==> src/rpm_assist_power_limiter_defines.svh <==
// Assertion macros shared by the modules of the rpm assist power limiter.
// Each macro expects signals named clk and rst_n in the scope of its use.
`ifndef RPM_ASSIST_POWER_LIMITER_DEFINES_SVH
`define RPM_ASSIST_POWER_LIMITER_DEFINES_SVH

`define RPAL_ASSERT_IMM(label, ante, cons) \
    label: assert property (@(posedge clk) disable iff (!rst_n) (ante) |-> (cons)) \
        else $error("rpal assertion failed");

`define RPAL_ASSERT_NXT(label, ante, cons) \
    label: assert property (@(posedge clk) disable iff (!rst_n) (ante) |=> (cons)) \
        else $error("rpal assertion failed");

`endif

==> src/rpal_pkg.sv <==
// Package of the rpm assist power limiter: widths, register indexes, constants
// and the command and status structs between controller and datapath. No dependencies.
`default_nettype none

package rpal_pkg;

    localparam int NEUTRAL_NOM_DEFAULT = 50;

    localparam int CFG_IDX_W  = 3;
    localparam int CFG_DATA_W = 15;

    localparam logic [CFG_IDX_W-1:0] CFG_LIMIT_START  = 3'd0;
    localparam logic [CFG_IDX_W-1:0] CFG_LIMIT_WINDOW = 3'd1;
    localparam logic [CFG_IDX_W-1:0] CFG_LIMIT_HYST   = 3'd2;
    localparam logic [CFG_IDX_W-1:0] CFG_POWER_LIMIT  = 3'd3;
    localparam logic [CFG_IDX_W-1:0] CFG_NEUTRAL_MAX  = 3'd4;
    localparam logic [CFG_IDX_W-1:0] CFG_RAMP_START   = 3'd5;
    localparam logic [CFG_IDX_W-1:0] CFG_CUTOFF       = 3'd6;
    localparam logic [CFG_IDX_W-1:0] CFG_HIGH_ENABLE  = 3'd7;

    localparam int DIV_NUM_W = 22;
    localparam int DIV_DEN_W = 15;
    localparam int DIV_CNT_W = 5;

    localparam logic [31:0] HOLD_OFF_MS   = 32'd500;
    localparam logic [31:0] ADJUST_MS     = 32'd200;
    localparam logic signed [17:0] ERR_HIGH1 = 18'sd500;
    localparam logic signed [17:0] ERR_HIGH2 = 18'sd2000;
    localparam logic signed [17:0] ERR_HIGH3 = 18'sd4000;
    localparam logic signed [17:0] ERR_LOW   = -18'sd1000;
    localparam logic [7:0] CEIL_LINK_DOWN = 8'd60;
    localparam logic [7:0] CEIL_LINK_UP   = 8'd70;
    localparam logic [7:0] FLOOR_PERCENT  = 8'd10;
    localparam logic [7:0] TOP_STEP_PERCENT = 8'd95;
    localparam logic [7:0] FULL_PERCENT   = 8'd100;

    typedef logic [2:0] div_sel_t;
    localparam div_sel_t SEL_T60   = 3'd0;
    localparam div_sel_t SEL_T70   = 3'd1;
    localparam div_sel_t SEL_SCALE = 3'd2;
    localparam div_sel_t SEL_BLEND = 3'd3;
    localparam div_sel_t SEL_CEIL  = 3'd4;

    typedef struct packed {
        logic     load;
        logic     trans;
        logic     div_start;
        div_sel_t div_sel;
        logic     limit;
        logic     blend;
        logic     fin;
    } dp_cmd_t;

    typedef struct packed {
        logic assist;
        logic in_window;
        logic in_ramp;
        logic div_done;
    } dp_status_t;

endpackage

`default_nettype wire

==> src/rpm_assist_power_limiter.sv <==
// Top level of the rpm assist power limiter: joins the controller and the datapath.
// Depends on rpal_pkg, rpal_ctrl and rpal_datapath.
//
// One item is taken at a time. An item in a mode other than assist passes through the
// idle, transition and finish states only. In assist mode the shared serial divider
// sets the pace: two divisions always, two more inside the rpm blending window and
// one in the high-rpm rampdown band. A finished result waits in the output register
// while the next item is accepted.
`default_nettype none

module rpm_assist_power_limiter #(
    parameter int NEUTRAL_NOM_PERCENT = rpal_pkg::NEUTRAL_NOM_DEFAULT
) (
    input  wire logic                            clk,
    input  wire logic                            rst_n,
    input  wire logic                            cfg_we,
    input  wire logic [rpal_pkg::CFG_IDX_W-1:0]  cfg_index,
    input  wire logic [rpal_pkg::CFG_DATA_W-1:0] cfg_data,
    input  wire logic                            in_valid,
    output logic                                 in_stall,
    input  wire logic [6:0]                      requested_percent,
    input  wire logic                            assist_mode,
    input  wire logic [15:0]                     engine_rpm,
    input  wire logic [31:0]                     now_ms,
    input  wire logic                            link_up,
    input  wire logic signed [15:0]              battery_power_w,
    output logic                                 out_valid,
    input  wire logic                            out_stall,
    output logic [6:0]                           limited_percent
);
    import rpal_pkg::*;

    dp_cmd_t    cmd;
    dp_status_t status;

    rpal_ctrl u_ctrl (
        .clk       (clk),
        .rst_n     (rst_n),
        .in_valid  (in_valid),
        .in_stall  (in_stall),
        .out_valid (out_valid),
        .out_stall (out_stall),
        .status    (status),
        .cmd       (cmd)
    );

    rpal_datapath #(
        .NEUTRAL_NOM_PERCENT (NEUTRAL_NOM_PERCENT)
    ) u_dp (
        .clk               (clk),
        .rst_n             (rst_n),
        .cfg_we            (cfg_we),
        .cfg_index         (cfg_index),
        .cfg_data          (cfg_data),
        .requested_percent (requested_percent),
        .assist_mode       (assist_mode),
        .engine_rpm        (engine_rpm),
        .now_ms            (now_ms),
        .link_up           (link_up),
        .battery_power_w   (battery_power_w),
        .cmd               (cmd),
        .status            (status),
        .limited_percent   (limited_percent)
    );

endmodule

`default_nettype wire

==> src/rpal_divider.sv <==
// Serial restoring divider of the rpm assist power limiter, one quotient bit a cycle.
// Depends on rpal_pkg and the assertion macros header.
`default_nettype none
`include "rpm_assist_power_limiter_defines.svh"

module rpal_divider (
    input  wire logic                           clk,
    input  wire logic                           rst_n,
    input  wire logic                           start,
    input  wire logic [rpal_pkg::DIV_NUM_W-1:0] num,
    input  wire logic [rpal_pkg::DIV_DEN_W-1:0] den,
    output logic                                done,
    output logic [rpal_pkg::DIV_NUM_W-1:0]      quot
);
    import rpal_pkg::*;

    logic                 busy_reg, busy_next;
    logic                 done_reg, done_next;
    logic [DIV_CNT_W-1:0] cnt_reg, cnt_next;
    logic [DIV_NUM_W-1:0] num_reg, num_next;
    logic [DIV_DEN_W-1:0] den_reg, den_next;
    logic [DIV_DEN_W:0]   rem_reg, rem_next;
    logic [DIV_DEN_W:0]   rem_sh;
    logic                 ge;

    always_comb
    begin
        rem_sh    = {rem_reg[DIV_DEN_W-1:0], num_reg[DIV_NUM_W-1]};
        ge        = rem_sh >= {1'b0, den_reg};
        busy_next = busy_reg;
        done_next = 1'b0;
        cnt_next  = cnt_reg;
        num_next  = num_reg;
        den_next  = den_reg;
        rem_next  = rem_reg;
        if (start)
        begin
            busy_next = 1'b1;
            cnt_next  = '0;
            num_next  = num;
            den_next  = den;
            rem_next  = '0;
        end
        else if (busy_reg)
        begin
            rem_next = ge ? (rem_sh - {1'b0, den_reg}) : rem_sh;
            num_next = {num_reg[DIV_NUM_W-2:0], ge};
            cnt_next = cnt_reg + 1'b1;
            if (cnt_reg == DIV_CNT_W'(DIV_NUM_W - 1))
            begin
                busy_next = 1'b0;
                done_next = 1'b1;
            end
        end
    end

    always_ff @(posedge clk or negedge rst_n)
    begin
        if (!rst_n)
        begin
            busy_reg <= 1'b0;
            done_reg <= 1'b0;
            cnt_reg  <= '0;
        end
        else
        begin
            busy_reg <= busy_next;
            done_reg <= done_next;
            cnt_reg  <= cnt_next;
        end
    end

    always_ff @(posedge clk)
    begin
        num_reg <= num_next;
        den_reg <= den_next;
        rem_reg <= rem_next;
    end

    assign done = done_reg;
    assign quot = num_reg;

    `RPAL_ASSERT_IMM(a_start_when_free, start, !busy_reg)
    `RPAL_ASSERT_NXT(a_start_goes_busy, start, busy_reg && !done_reg)
    `RPAL_ASSERT_IMM(a_done_ends_busy, done_reg, !busy_reg && $past(busy_reg))

endmodule

`default_nettype wire

==> src/rpal_datapath.sv <==
// Datapath of the rpm assist power limiter: configuration and state registers,
// the limiting arithmetic and the shared divider. Depends on rpal_pkg and rpal_divider.
`default_nettype none

module rpal_datapath #(
    parameter int NEUTRAL_NOM_PERCENT = rpal_pkg::NEUTRAL_NOM_DEFAULT
) (
    input  wire logic                            clk,
    input  wire logic                            rst_n,
    input  wire logic                            cfg_we,
    input  wire logic [rpal_pkg::CFG_IDX_W-1:0]  cfg_index,
    input  wire logic [rpal_pkg::CFG_DATA_W-1:0] cfg_data,
    input  wire logic [6:0]                      requested_percent,
    input  wire logic                            assist_mode,
    input  wire logic [15:0]                     engine_rpm,
    input  wire logic [31:0]                     now_ms,
    input  wire logic                            link_up,
    input  wire logic signed [15:0]              battery_power_w,
    input  wire rpal_pkg::dp_cmd_t               cmd,
    output rpal_pkg::dp_status_t                 status,
    output logic [6:0]                           limited_percent
);
    import rpal_pkg::*;

    logic [13:0] start_reg;
    logic [12:0] window_reg;
    logic [10:0] hyst_reg;
    logic [14:0] plim_reg;
    logic [6:0]  nm_reg;
    logic [13:0] ramp_reg;
    logic [13:0] cut_reg;
    logic        en_reg;

    logic              limiting_reg, limiting_next;
    logic [31:0]       trans_ms_reg, trans_ms_next;
    logic [7:0]        last_reg, last_next;
    logic [31:0]       adj_ms_reg, adj_ms_next;
    logic              started_reg, started_next;

    logic [6:0]        req_reg;
    logic              assist_reg;
    logic [15:0]       rpm_reg;
    logic [31:0]       now_reg;
    logic              link_reg;
    logic signed [15:0] pwr_reg;

    logic [7:0]        work_reg, work_next;
    logic [7:0]        t60_reg, t70_reg, ceil_reg;
    logic [6:0]        scale_reg;
    logic signed [9:0] qb_reg;
    logic              neg_reg;
    div_sel_t          sel_reg;
    logic [6:0]        out_reg;

    logic                 allowed, enter, leave;
    logic signed [16:0]   low_thr, rpm_s;
    logic [16:0]          high_thr;
    logic [14:0]          end_rpm;

    logic signed [16:0]   op_a;
    logic signed [8:0]    op_b;
    logic signed [25:0]   prod;
    logic [25:0]          prod_mag;
    logic [DIV_NUM_W-1:0] div_num;
    logic [DIV_DEN_W-1:0] div_den;
    logic                 div_done;
    logic [DIV_NUM_W-1:0] div_quot;
    logic signed [DIV_NUM_W:0] qs;
    logic [7:0]           t_value;

    logic [7:0]           l1;
    logic signed [17:0]   err;
    logic                 due;
    logic [7:0]           red;
    logic signed [9:0]    diff;
    logic signed [10:0]   tgt;
    logic [7:0]           blend_value;
    logic [7:0]           last_f, lim_f;

    // Configuration writes.
    always_ff @(posedge clk or negedge rst_n)
    begin
        if (!rst_n)
        begin
            start_reg  <= 14'd1500;
            window_reg <= 13'd500;
            hyst_reg   <= 11'd100;
            plim_reg   <= 15'd13000;
            nm_reg     <= 7'd55;
            ramp_reg   <= 14'd5200;
            cut_reg    <= 14'd5500;
            en_reg     <= 1'b1;
        end
        else if (cfg_we)
        begin
            unique case (cfg_index)
                CFG_LIMIT_START:  start_reg  <= cfg_data[13:0];
                CFG_LIMIT_WINDOW: window_reg <= cfg_data[12:0];
                CFG_LIMIT_HYST:   hyst_reg   <= cfg_data[10:0];
                CFG_POWER_LIMIT:  plim_reg   <= cfg_data[14:0];
                CFG_NEUTRAL_MAX:  nm_reg     <= cfg_data[6:0];
                CFG_RAMP_START:   ramp_reg   <= cfg_data[13:0];
                CFG_CUTOFF:       cut_reg    <= cfg_data[13:0];
                CFG_HIGH_ENABLE:  en_reg     <= cfg_data[0];
            endcase
        end
    end

    // Entry to and exit from low-rpm limiting.
    always_comb
    begin
        allowed  = (now_reg - trans_ms_reg) > HOLD_OFF_MS;
        low_thr  = $signed({3'b0, start_reg}) - $signed({6'b0, hyst_reg});
        rpm_s    = $signed({1'b0, rpm_reg});
        enter    = rpm_s < low_thr;
        high_thr = {3'b0, start_reg} + {4'b0, window_reg} + {6'b0, hyst_reg};
        leave    = {1'b0, rpm_reg} > high_thr;
        end_rpm  = {1'b0, start_reg} + {2'b0, window_reg};
    end

    // Divider operands.
    always_comb
    begin
        op_a    = $signed({10'b0, req_reg}) - $signed({10'b0, nm_reg});
        op_b    = $signed({1'b0, CEIL_LINK_DOWN}) - $signed({2'b0, nm_reg});
        div_den = DIV_DEN_W'(FULL_PERCENT) - DIV_DEN_W'(nm_reg);
        unique case (cmd.div_sel)
            SEL_T60:
            begin
                op_b = $signed({1'b0, CEIL_LINK_DOWN}) - $signed({2'b0, nm_reg});
            end
            SEL_T70:
            begin
                op_b = $signed({1'b0, CEIL_LINK_UP}) - $signed({2'b0, nm_reg});
            end
            SEL_SCALE:
            begin
                op_a    = $signed({1'b0, rpm_reg}) - $signed({3'b0, start_reg});
                op_b    = $signed({1'b0, FULL_PERCENT});
                div_den = {2'b0, window_reg};
            end
            SEL_BLEND:
            begin
                op_a    = $signed({10'b0, req_reg}) - $signed({9'b0, work_reg});
                op_b    = $signed({2'b0, scale_reg});
                div_den = DIV_DEN_W'(FULL_PERCENT);
            end
            SEL_CEIL:
            begin
                op_a    = $signed({1'b0, rpm_reg}) - $signed({3'b0, ramp_reg});
                op_b    = $signed({2'b0, nm_reg}) - $signed({1'b0, FULL_PERCENT});
                div_den = {1'b0, cut_reg} - {1'b0, ramp_reg};
            end
            default:
            begin
                op_a = '0;
            end
        endcase
        prod     = op_a * op_b;
        prod_mag = prod[25] ? 26'(-prod) : 26'(prod);
        div_num  = prod_mag[DIV_NUM_W-1:0];
    end

    rpal_divider u_div (
        .clk   (clk),
        .rst_n (rst_n),
        .start (cmd.div_start),
        .num   (div_num),
        .den   (div_den),
        .done  (div_done),
        .quot  (div_quot)
    );

    always_comb
    begin
        qs      = neg_reg ? -$signed({1'b0, div_quot}) : $signed({1'b0, div_quot});
        t_value = ({1'b0, req_reg} > {1'b0, nm_reg}) ? (qs[7:0] + {1'b0, nm_reg})
                                                     : {1'b0, req_reg};
    end

    // Power nudging or slewing, computed in the limit step.
    always_comb
    begin
        l1           = last_reg;
        started_next = started_reg;
        adj_ms_next  = adj_ms_reg;
        err          = $signed({{2{pwr_reg[15]}}, pwr_reg}) - $signed({3'b0, plim_reg});
        due          = (now_reg - adj_ms_reg) >= ADJUST_MS;
        red          = (err > ERR_HIGH3) ? 8'd3 : ((err > ERR_HIGH2) ? 8'd2 : 8'd1);
        diff         = '0;
        if (limiting_reg)
        begin
            if (link_reg)
            begin
                if (!started_reg)
                begin
                    l1 = t60_reg;
                    started_next = 1'b1;
                end
                if (pwr_reg > 16'sd0)
                begin
                    if (err > ERR_HIGH1)
                    begin
                        if (due)
                        begin
                            adj_ms_next = now_reg;
                            if (l1 > FLOOR_PERCENT + red)
                            begin
                                l1 = l1 - red;
                            end
                        end
                    end
                    else if (err < ERR_LOW)
                    begin
                        if (due)
                        begin
                            adj_ms_next = now_reg;
                            if (l1 < t70_reg && l1 < TOP_STEP_PERCENT)
                            begin
                                l1 = l1 + 8'd1;
                            end
                        end
                    end
                end
                else
                begin
                    l1 = {1'b0, req_reg};
                end
            end
            else if (req_reg > nm_reg)
            begin
                diff = $signed({2'b0, t60_reg}) - $signed({2'b0, last_reg});
                if (diff > 10'sd2 || diff < -10'sd2)
                begin
                    l1 = (diff > 10'sd0) ? last_reg + 8'd1 : last_reg - 8'd1;
                end
                else
                begin
                    l1 = t60_reg;
                end
            end
            else
            begin
                l1 = {1'b0, req_reg};
            end
        end
        else
        begin
            diff = $signed({3'b0, req_reg}) - $signed({2'b0, last_reg});
            if (diff > 10'sd3)
            begin
                l1 = last_reg + 8'd1;
            end
            else if (diff < -10'sd3)
            begin
                l1 = last_reg - 8'd2;
            end
            else
            begin
                l1 = {1'b0, req_reg};
            end
        end
    end

    // Blend across the rpm window.
    always_comb
    begin
        tgt = $signed({3'b0, work_reg}) + $signed({qb_reg[9], qb_reg});
        if (tgt > $signed({3'b0, work_reg}))
        begin
            blend_value = (tgt - $signed({3'b0, work_reg}) > 11'sd1) ? work_reg + 8'd1
                                                                      : tgt[7:0];
        end
        else if (tgt < $signed({3'b0, work_reg}))
        begin
            blend_value = ($signed({3'b0, work_reg}) - tgt > 11'sd2) ? work_reg - 8'd2
                                                                      : tgt[7:0];
        end
        else
        begin
            blend_value = tgt[7:0];
        end
    end

    // High-rpm rampdown and cutoff.
    always_comb
    begin
        last_f = work_reg;
        lim_f  = work_reg;
        if (en_reg)
        begin
            if (rpm_reg >= {2'b0, cut_reg})
            begin
                last_f = (work_reg > 8'(NEUTRAL_NOM_PERCENT + 2)) ? work_reg - 8'd2
                                                                 : 8'(NEUTRAL_NOM_PERCENT);
                lim_f  = last_f;
            end
            else if (rpm_reg >= {2'b0, ramp_reg})
            begin
                if (work_reg > ceil_reg)
                begin
                    lim_f  = ({1'b0, work_reg} > {1'b0, ceil_reg} + 9'd2) ? work_reg - 8'd2
                                                                         : ceil_reg;
                    last_f = lim_f;
                end
            end
        end
    end

    always_comb
    begin
        limiting_next = limiting_reg;
        trans_ms_next = trans_ms_reg;
        last_next     = last_reg;
        work_next     = work_reg;
        if (cmd.trans)
        begin
            if (!limiting_reg && enter && allowed)
            begin
                limiting_next = 1'b1;
                trans_ms_next = now_reg;
            end
            else if (limiting_reg && leave && allowed)
            begin
                limiting_next = 1'b0;
                trans_ms_next = now_reg;
            end
        end
        if (cmd.limit)
        begin
            work_next = l1;
        end
        if (cmd.blend)
        begin
            work_next = blend_value;
        end
        if (cmd.fin && assist_reg)
        begin
            last_next = last_f;
        end
    end

    always_ff @(posedge clk or negedge rst_n)
    begin
        if (!rst_n)
        begin
            limiting_reg <= 1'b0;
            trans_ms_reg <= '0;
            last_reg     <= 8'd50;
            adj_ms_reg   <= '0;
            started_reg  <= 1'b0;
        end
        else
        begin
            limiting_reg <= limiting_next;
            trans_ms_reg <= trans_ms_next;
            last_reg     <= last_next;
            if (cmd.trans && (limiting_next != limiting_reg))
            begin
                started_reg <= 1'b0;
            end
            else if (cmd.limit)
            begin
                started_reg <= started_next;
            end
            if (cmd.limit)
            begin
                adj_ms_reg <= adj_ms_next;
            end
        end
    end

    always_ff @(posedge clk)
    begin
        work_reg <= work_next;
        if (cmd.load)
        begin
            req_reg    <= (requested_percent > 7'd100) ? 7'd100 : requested_percent;
            assist_reg <= assist_mode;
            rpm_reg    <= engine_rpm;
            now_reg    <= now_ms;
            link_reg   <= link_up;
            pwr_reg    <= battery_power_w;
        end
        if (cmd.div_start)
        begin
            neg_reg <= prod[25];
            sel_reg <= cmd.div_sel;
        end
        if (div_done)
        begin
            unique case (sel_reg)
                SEL_T60:   t60_reg   <= t_value;
                SEL_T70:   t70_reg   <= t_value;
                SEL_SCALE: scale_reg <= qs[6:0];
                SEL_BLEND: qb_reg    <= qs[9:0];
                SEL_CEIL:  ceil_reg  <= qs[7:0] + FULL_PERCENT;
                default:   scale_reg <= scale_reg;
            endcase
        end
        if (cmd.fin)
        begin
            if (!assist_reg)
            begin
                out_reg <= req_reg;
            end
            else
            begin
                out_reg <= (lim_f > FULL_PERCENT) ? FULL_PERCENT[6:0] : lim_f[6:0];
            end
        end
    end

    always_comb
    begin
        status.assist    = assist_reg;
        status.in_window = limiting_reg && (rpm_reg >= {2'b0, start_reg})
                           && ({1'b0, rpm_reg} < {2'b0, end_rpm});
        status.in_ramp   = en_reg && (rpm_reg < {2'b0, cut_reg})
                           && (rpm_reg >= {2'b0, ramp_reg});
        status.div_done  = div_done;
    end

    assign limited_percent = out_reg;

endmodule

`default_nettype wire

==> src/rpal_ctrl.sv <==
// Controller of the rpm assist power limiter: sequences the datapath steps
// and the shared divider, and holds the handshakes. Depends on rpal_pkg.
`default_nettype none

module rpal_ctrl (
    input  wire logic                 clk,
    input  wire logic                 rst_n,
    input  wire logic                 in_valid,
    output logic                      in_stall,
    output logic                      out_valid,
    input  wire logic                 out_stall,
    input  wire rpal_pkg::dp_status_t status,
    output rpal_pkg::dp_cmd_t         cmd
);
    import rpal_pkg::*;

    localparam logic [3:0] S_IDLE  = 4'd0;
    localparam logic [3:0] S_TRANS = 4'd1;
    localparam logic [3:0] S_D60   = 4'd2;
    localparam logic [3:0] S_W60   = 4'd3;
    localparam logic [3:0] S_D70   = 4'd4;
    localparam logic [3:0] S_W70   = 4'd5;
    localparam logic [3:0] S_LIMIT = 4'd6;
    localparam logic [3:0] S_DSC   = 4'd7;
    localparam logic [3:0] S_WSC   = 4'd8;
    localparam logic [3:0] S_DBL   = 4'd9;
    localparam logic [3:0] S_WBL   = 4'd10;
    localparam logic [3:0] S_BLEND = 4'd11;
    localparam logic [3:0] S_DCE   = 4'd12;
    localparam logic [3:0] S_WCE   = 4'd13;
    localparam logic [3:0] S_FIN   = 4'd14;

    logic [3:0] state_reg, state_next;
    logic       out_valid_reg, out_valid_next;
    logic       fin_ok;

    always_comb
    begin
        cmd            = '0;
        cmd.div_sel    = SEL_T60;
        state_next     = state_reg;
        fin_ok         = !out_valid_reg || !out_stall;
        out_valid_next = out_valid_reg && out_stall;
        unique case (state_reg)
            S_IDLE:
            begin
                if (in_valid)
                begin
                    cmd.load   = 1'b1;
                    state_next = S_TRANS;
                end
            end
            S_TRANS:
            begin
                if (status.assist)
                begin
                    cmd.trans  = 1'b1;
                    state_next = S_D60;
                end
                else
                begin
                    state_next = S_FIN;
                end
            end
            S_D60:
            begin
                cmd.div_start = 1'b1;
                cmd.div_sel   = SEL_T60;
                state_next    = S_W60;
            end
            S_W60:
            begin
                if (status.div_done)
                begin
                    state_next = S_D70;
                end
            end
            S_D70:
            begin
                cmd.div_start = 1'b1;
                cmd.div_sel   = SEL_T70;
                state_next    = S_W70;
            end
            S_W70:
            begin
                if (status.div_done)
                begin
                    state_next = S_LIMIT;
                end
            end
            S_LIMIT:
            begin
                cmd.limit = 1'b1;
                if (status.in_window)
                begin
                    state_next = S_DSC;
                end
                else if (status.in_ramp)
                begin
                    state_next = S_DCE;
                end
                else
                begin
                    state_next = S_FIN;
                end
            end
            S_DSC:
            begin
                cmd.div_start = 1'b1;
                cmd.div_sel   = SEL_SCALE;
                state_next    = S_WSC;
            end
            S_WSC:
            begin
                if (status.div_done)
                begin
                    state_next = S_DBL;
                end
            end
            S_DBL:
            begin
                cmd.div_start = 1'b1;
                cmd.div_sel   = SEL_BLEND;
                state_next    = S_WBL;
            end
            S_WBL:
            begin
                if (status.div_done)
                begin
                    state_next = S_BLEND;
                end
            end
            S_BLEND:
            begin
                cmd.blend  = 1'b1;
                state_next = status.in_ramp ? S_DCE : S_FIN;
            end
            S_DCE:
            begin
                cmd.div_start = 1'b1;
                cmd.div_sel   = SEL_CEIL;
                state_next    = S_WCE;
            end
            S_WCE:
            begin
                if (status.div_done)
                begin
                    state_next = S_FIN;
                end
            end
            S_FIN:
            begin
                if (fin_ok)
                begin
                    cmd.fin        = 1'b1;
                    out_valid_next = 1'b1;
                    state_next     = S_IDLE;
                end
            end
            default:
            begin
                state_next = S_IDLE;
            end
        endcase
    end

    always_ff @(posedge clk or negedge rst_n)
    begin
        if (!rst_n)
        begin
            state_reg     <= S_IDLE;
            out_valid_reg <= 1'b0;
        end
        else
        begin
            state_reg     <= state_next;
            out_valid_reg <= out_valid_next;
        end
    end

    assign in_stall  = state_reg != S_IDLE;
    assign out_valid = out_valid_reg;

endmodule

`default_nettype wire

==> config.mk <==
export PLATFORM = sky130hd
export DESIGN_NAME = rpm_assist_power_limiter
export DESIGN_NICKNAME = d
export VERILOG_FILES = /design/src/rpal_pkg.sv /design/src/rpm_assist_power_limiter.sv /design/src/rpal_divider.sv /design/src/rpal_datapath.sv /design/src/rpal_ctrl.sv
export VERILOG_INCLUDE_DIRS = /design/src /design/src/src
export SDC_FILE = /design/constraint.sdc
export NUM_CORES = 2
export LEC_CHECK = 0
export ABC_AREA = 1
export BUFFER_PORTS_ARGS = -buffer_cell sky130_fd_sc_hd__buf_2
export CELL_PAD_IN_SITES_DETAIL_PLACEMENT = 1
export CELL_PAD_IN_SITES_GLOBAL_PLACEMENT = 2
export CORE_UTILIZATION = 41
export CTS_CLUSTER_SIZE = 25
export DETAILED_ROUTE_END_ITERATION = 16
export GPL_TIMING_DRIVEN = 1
export MAX_ROUTING_LAYER = met4
export PLACE_DENSITY_LB_ADDON = 0.1
export RECOVER_POWER = 50
export SETUP_SLACK_MARGIN = 0.1
export SLEW_MARGIN = 20
export SYNTH_ARGS = -nofsm -noshare
export SYNTH_HDL_FRONTEND = slang
export SYNTH_SLANG_ARGS = --single-unit
==> constraint.sdc <==
create_clock -name clk -period 12.1 [get_ports clk]
set_input_delay 1.815 -clock clk [delete_from_list [all_inputs] [get_ports clk]]
set_output_delay 1.815 -clock clk [all_outputs]
set_load 0.02 [all_outputs]
Word level (Yosys, flattened, before mapping):

Cells that the tools add are included.

* input port bits: 96
* flip-flop bits (word level): 360
* logic and storage cells: 276
* output and inout bits: 9

* $lt $le $gt $ge: 34
* mux-type cells: 84
* $mul: 1
* reduce and logical (&&, ||, !) cells: 47
* add/subtract/negate cells: 36
* equality and inequality tests: 38

Operators with widths (count)
* 8-bit two-way mux: 31
* 32-bit two-way mux: 5
* 17-bit case mux with 4 select lines: 1
* 22-bit two-way mux: 3
* 32-bit subtractor: 2
* 4-bit case mux with 15 select lines: 1
* 16-bit by 14-bit >= comparator with 1-bit output: 3
* 15-bit case mux with 3 select lines: 1
* 4-bit two-way mux: 9
* 9-bit case mux with 4 select lines: 1
* 16-bit by 14-bit subtractor with 17-bit output: 2
* 32-bit by 8-bit >= comparator with 1-bit output (second input constant): 1
* 32-bit by 9-bit greater-than comparator with 1-bit output (second input constant): 1
* 14-bit by 13-bit adder with 15-bit output: 2
* 4-bit equality test (second input constant): 7
* 2-bit AND reduction: 14
* 17-bit by 9-bit multiplier with 26-bit output: 1
* 8-bit by 1-bit adder with 8-bit output (second input constant): 3
* 1-bit two-way mux: 23
* 22-bit negation: 1
* 10-bit by 3-bit greater-than comparator with 1-bit output (second input constant): 2
* 4-bit case mux with 5 select lines: 1
* 3-bit by 2-bit equality test with 1-bit output (second input constant): 6
* 3-bit equality test (second input constant): 6
* other kinds (72): 113

Depth between registers and ports, before layout:

* depth after elaboration: 14
* mapped depth: 46
* depth with buffers taken out: 46

By module:

A second synthesis with hierarchy kept.

* cells, all modules: 5339
* area, all modules: 38186.6 um2

Modules (own cells, without submodules)
* rpal_datapath: times used 1, cells an instance 4794, sequential area each 8126.5 um2, area each 34210.3 um2
* rpal_divider: times used 1, cells an instance 452, sequential area each 1586.5 um2, area each 3468.3 um2
* rpal_ctrl: times used 1, cells an instance 93, sequential area each 125.1 um2, area each 508.0 um2

Least setup slack after synthesis:

OpenSTA, ideal clock, no wires.

* kind: flip-flop to flip-flop
* start point: register u_dp.work_reg[1]
* end point: register u_dp.u_div.num_reg[17], in the netlist u_dp.u_div.quot[17] (data pin)
* cell stages (with the launch flop): 38
* library setup time: 0.265 ns
* clock period less this slack: 7.663 ns
* data required time: 11.835 ns
* buffers on the path: 1
* data arrival time: 7.399 ns
* path slack: 4.437 ns
* cell sequence: edfxtp_1 > inv_1 > fa_1 > inv_1 > o31ai_1 > inv_1 > nor2_1 > nor2_1 > o21ai_0 > a21oi_1 > a22oi_1 > inv_1 > nor2_1 > buf_2 > nand3_1 > nand2_1 > fa_1 > fa_1 > (+2 left out) > fa_1 > inv_1 > fa_1 > inv_1 > ha_1 > a21oi_1 > o21ai_0 > nor2_1 > o21ai_0 > nand2_1 > nand2_1 > a21oi_1 > xor2_1 > nand2_1 > o21ai_0 > nand2_1 > xor2_1 > o21ai_1

* word-level cells in the longest chain between the ends: 6

RTL lines
* from (decl): line rpal_datapath.sv:47 `logic [7:0] work_reg, work_next;`
* from (signal assigned): line rpal_datapath.sv:375 `work_reg <= work_next;`
* 7-bit by 8-bit subtractor with 9-bit output (*): line rpal_datapath.sv:144 `op_a = $signed({10'b0, req_reg}) - $signed({9'b0, work_reg});`
* 17-bit case mux with 4 select lines (*): line rpal_datapath.sv:127 `unique case (cmd.div_sel)`
* 17-bit by 9-bit multiplier with 26-bit output (*): line rpal_datapath.sv:159 `prod = op_a * op_b;`
* 22-bit negation: line rpal_datapath.sv:160 `prod_mag = prod[25] ? 26'(-prod) : 26'(prod);`
* 22-bit two-way mux (*): line rpal_datapath.sv:160
* 22-bit two-way mux (*): line rpal_divider.sv:36 `if (start)`
* named net u_dp.u_div.num_next[17]: line rpal_divider.sv:20 `logic [DIV_NUM_W-1:0] num_reg, num_next;`
* to (signal assigned): line rpal_divider.sv:75 `num_reg <= num_next;`
* to (decl): line rpal_divider.sv:20

The timed path passes the listed nets; every way through them passes the cells marked *.
A chain may end at the register's enable or synchronous reset.

Worst setup path in the final report:

* start point: register u_ctrl.state_reg[2]
* end point: register u_dp.u_div.num_reg[17], in the netlist u_dp.u_div.quot[17] (data pin)

* word-level cells in the longest chain between the ends: 9
* elaborated cells on any way between the ends: 18

RTL lines
* from (decl): line rpal_ctrl.sv:33 `logic [3:0] state_reg, state_next;`
* from (signal assigned): line rpal_ctrl.sv:176 `state_reg <= state_next;`
* 4-bit equality test (tied with other cells): line rpal_ctrl.sv:44 `unique case (state_reg)`
* 4-bit case mux with 5 select lines (*): line rpal_ctrl.sv:44
* 3-bit by 1-bit equality test with 1-bit output or 3-bit logical NOT (tied branches): line rpal_datapath.sv:127
* 2-bit OR reduction (no source line)
* 17-bit case mux with 4 select lines: line rpal_datapath.sv:127
* 17-bit by 9-bit multiplier with 26-bit output: line rpal_datapath.sv:159
* 22-bit negation: line rpal_datapath.sv:160
* 22-bit two-way mux: line rpal_datapath.sv:160
* 22-bit two-way mux (*): line rpal_divider.sv:36
* named net u_dp.u_div.num_next[17]: line rpal_divider.sv:20

Marks and branches as above.

==> flow_metrics.py <==
metrics = {
    "cells_and_area": {
        "n_antenna_cell": 0,
        "area_growth_pct": 9.173,
        "fin_util": 0.4525,
        "final_cell_mix": "nand2_1, inv_1, ha_1",
        "final_common_cell": "nand2_1",
        "fin_nets": 5823,
        "fillers": 11486,
        "drive_above_1_share": 0.06046,
    },
    "synth": {
        "ys_warn_count": 0,
        "syn_nets": 5727,
        "synth-seq-area-share": 0.2637,
        "synth_area_sq_mm": 0.03731,
        "synth_ff_type": "edfxtp_1",
        "synth.distinct_cells": 82,
        "synth_seq_cells": 360,
        "synthArstFlopShare": 0.4861,
        "synth_edf_count": 170,
        "synthCells": 5092,
        "avgSynthCellArea_sq_um": 7.326,
    },
    "timing": {
        "finalSetupViolations": 0,
        "drv_slew": 143,
        "worst_clock_skew_ps": 35.60,
        "relSlewSlack": -1.598,
        "max_slew.worst_pin.slew_ps": 3897,
        "hold_violations": 0,
        "period_needed_ps": 10490,
        "fin_tns_setup_ps": 0,
        "max_freq_mhz": 95.32,
        "grt_setup_unrepaired": "false",
        "min_period_over_period": 0.8670,
    },
    "die": {
        "rows": 110,
        "core-area_sq_mm": 0.09001,
        "start_util": 0.4145,
        "ios": 105,
        "die_h_microns": 303.6,
        "die_w_microns": 303.6,
        "die-area_sq_mm": 0.09220,
    },
    "route": {
        "post_drt_wl_per_cell_microns": 19.66,
        "via_per_inst": 5.343,
        "drc_errors": 0,
        "wl_microns": 125900,
        "ant_nets": 0,
        "drt_iter0_markers": 1940,
        "vias": 34210,
        "dr.pass1.iters": 5,
    },
    "flow_run": {
        "max_cap_violations": 3,
    },
    "placed_design": {
        "portBuffers": 104,
        "hpwl_microns": 101500,
        "gp_congestion": 0.9025,
    },
    "hold_path": {
        "min_to": "u_dp.trans_ms_reg[26]",
        "hold_class": "reg -> reg",
        "hold_depth": 2,
        "min_from": "u_dp.trans_ms_reg[26]",
    },
    "clocking": {
        "ctsResizeCount": 0,
        "htreeDepth": 2,
        "cts-root-buf": "clkbuf_16",
        "clkSlewWorstSetupHoldPaths_ps": 60,
        "cts_buffer_depth": 3,
        "post_cts_buffers": 0,
        "clock_latency_ps": 650,
        "postCtsHoldBufs": 0,
        "cts.sink_count": 360,
        "cts_buffers": 47,
        "tritoncts": "yes",
    },
    "grt": {
        "grt_remaining_overflow": 0,
        "antenna_found_initial": 1,
        "grt_max_degree": 65,
        "grt_use_total": 0.2854,
        "grt_pass1_wl_microns": 203300,
        "grt_pass1_vias": 35623,
    },
    "setup_path": {
        "worstReg2RegEnd": "u_dp.u_div.quot[17]",
        "worstReg2RegStart": "u_ctrl.state_reg[2]",
        "start_kind": "flip-flop",
        "worst-path-max-fanout": 20,
        "cpPeakStageDelay_ps": 1020,
        "r2r_cells": 30,
        "worstPathArrival_ps": 10860,
        "cp_slowest_cell": "nor2_1",
        "crit_top_cell": "inv_1",
        "crit_path_end_kind": "flip-flop",
        "crit_type": "reg -> reg",
        "required_ps": 12470,
        "r2r_slack_ps": 1610,
    },
    "status": {
        "outcome": "finished, violations left",
        "violations": "max-capacitance violations, max-slew violations",
    },
}
==> worst max-delay path: cells and delay by family, from the launching register on <==
kind	cells	cell delay, ps
fa+ha+maj	6	2790
simple gates	12	3660
xor+xnor	2	900
flops	1	430
buf+inv	7	1790
compound gates	3	630
==> metrics by stage <==
| step | setup WS [ps] | instances | instance area, sq um | hold slack [ps] |
|---|---|---|---|---|
| 6_report | 1609 | 6403 | 40730 | 473.9 |
| 5_1_grt | 693.2 | 6403 | 40730 | 502.0 |
| 4_1_cts | 1895 | 6403 | 40830 | 474.9 |
| 3_5_place_dp | 1905 | 6315 | 39180 | 460.7 |
| 3_3_place_gp | 2201 | 6315 | 39180 | 454.2 |
| 2_1_floorplan | 4437 | 5092 | 37310 | 440.2 |
==> cells in the mapped netlist, drive strengths merged, types with 3 or more instances <==
library cell	number	area [sq um]
nand2	1286	4872
inv	844	3171
nor2	401	1550
ha	391	4892
a21oi	371	1906
o21ai	318	1614
nand3	254	1301
edfxtp	170	5105
fa	148	2963
xor2	148	1304
dfrtp	132	3303
nand4	71	459.2
nor3	65	340.3
clkbuf	63	236.5
xnor2	48	420.4
dfstp	43	1130
o2111ai	41	365.3
o211ai	32	254.0
buf	26	167.7
o21bai	26	195.2
nand3b	24	180.2
a21o	20	150.1
or2	20	125.1
nor4	19	118.9
dfxtp	15	300.3
a31oi	14	87.58
o31ai	11	101.3
a211oi	10	75.07
and2	9	58.81
o221ai	9	78.83
o21a	8	60.06
a221oi	6	52.55
clkinv	6	22.52
nor3b	6	45.04
o22ai	6	43.79
a21boi	4	30.03
a22oi	4	30.03
and3	3	18.77
==> cell type report <==
| type | count | area (sq um) | share of cell area |
|---|---|---|---|
| inverters | 850 | 3193 | 0.07840 |
| well taps | 1176 | 1471 | 0.03613 |
| multi-input cells | 3793 | 23880 | 0.5864 |
| repair buffers | 136 | 693.2 | 0.01702 |
| clock inverters | 25 | 291.5 | 0.007158 |
| flip-flops and latches | 360 | 9838 | 0.2416 |
| clock buffers | 63 | 1359 | 0.03336 |
==> logic make-up after synthesis <==
family,Yosys count,synth area share
buffers and inverters,939,0.09642
flip-flops,360,0.2637
AND/OR/NAND/NOR,2159,0.2433
AO/OA/AOI/OAI,898,0.1397
XOR/XNOR,196,0.04622
other,1,0.0001005
adder cells (fa/ha/maj),539,0.2106
==> metal layers <==
layer	wire length (microns)	part of all wire	global-route usage
met1	60470	0.48	0.3849
met2	58830	0.47	0.4661
met3	3825	0.030	0.02455
met4	2726	0.022	0.06280
met5	0	0	-
==> worst max-delay path by stage <==
stage                                   start                   to  slack, ps
after floorplan              u_dp.work_reg[1]  u_dp.u_div.quot[17]       4440
final                     u_ctrl.state_reg[2]  u_dp.u_div.quot[17]       1610
after global routing      u_ctrl.state_reg[2]  u_dp.u_div.quot[17]        690
after CTS                    u_dp.work_reg[1]  u_dp.u_div.quot[17]       1890
after detailed placement     u_dp.work_reg[1]  u_dp.u_div.quot[17]       1910
after global placement       u_dp.work_reg[1]  u_dp.u_div.quot[17]       2200
Power is left out: the tool's default activity adds up to more than one toggle a clock period on the data nets, which glitch-free logic cannot reach.
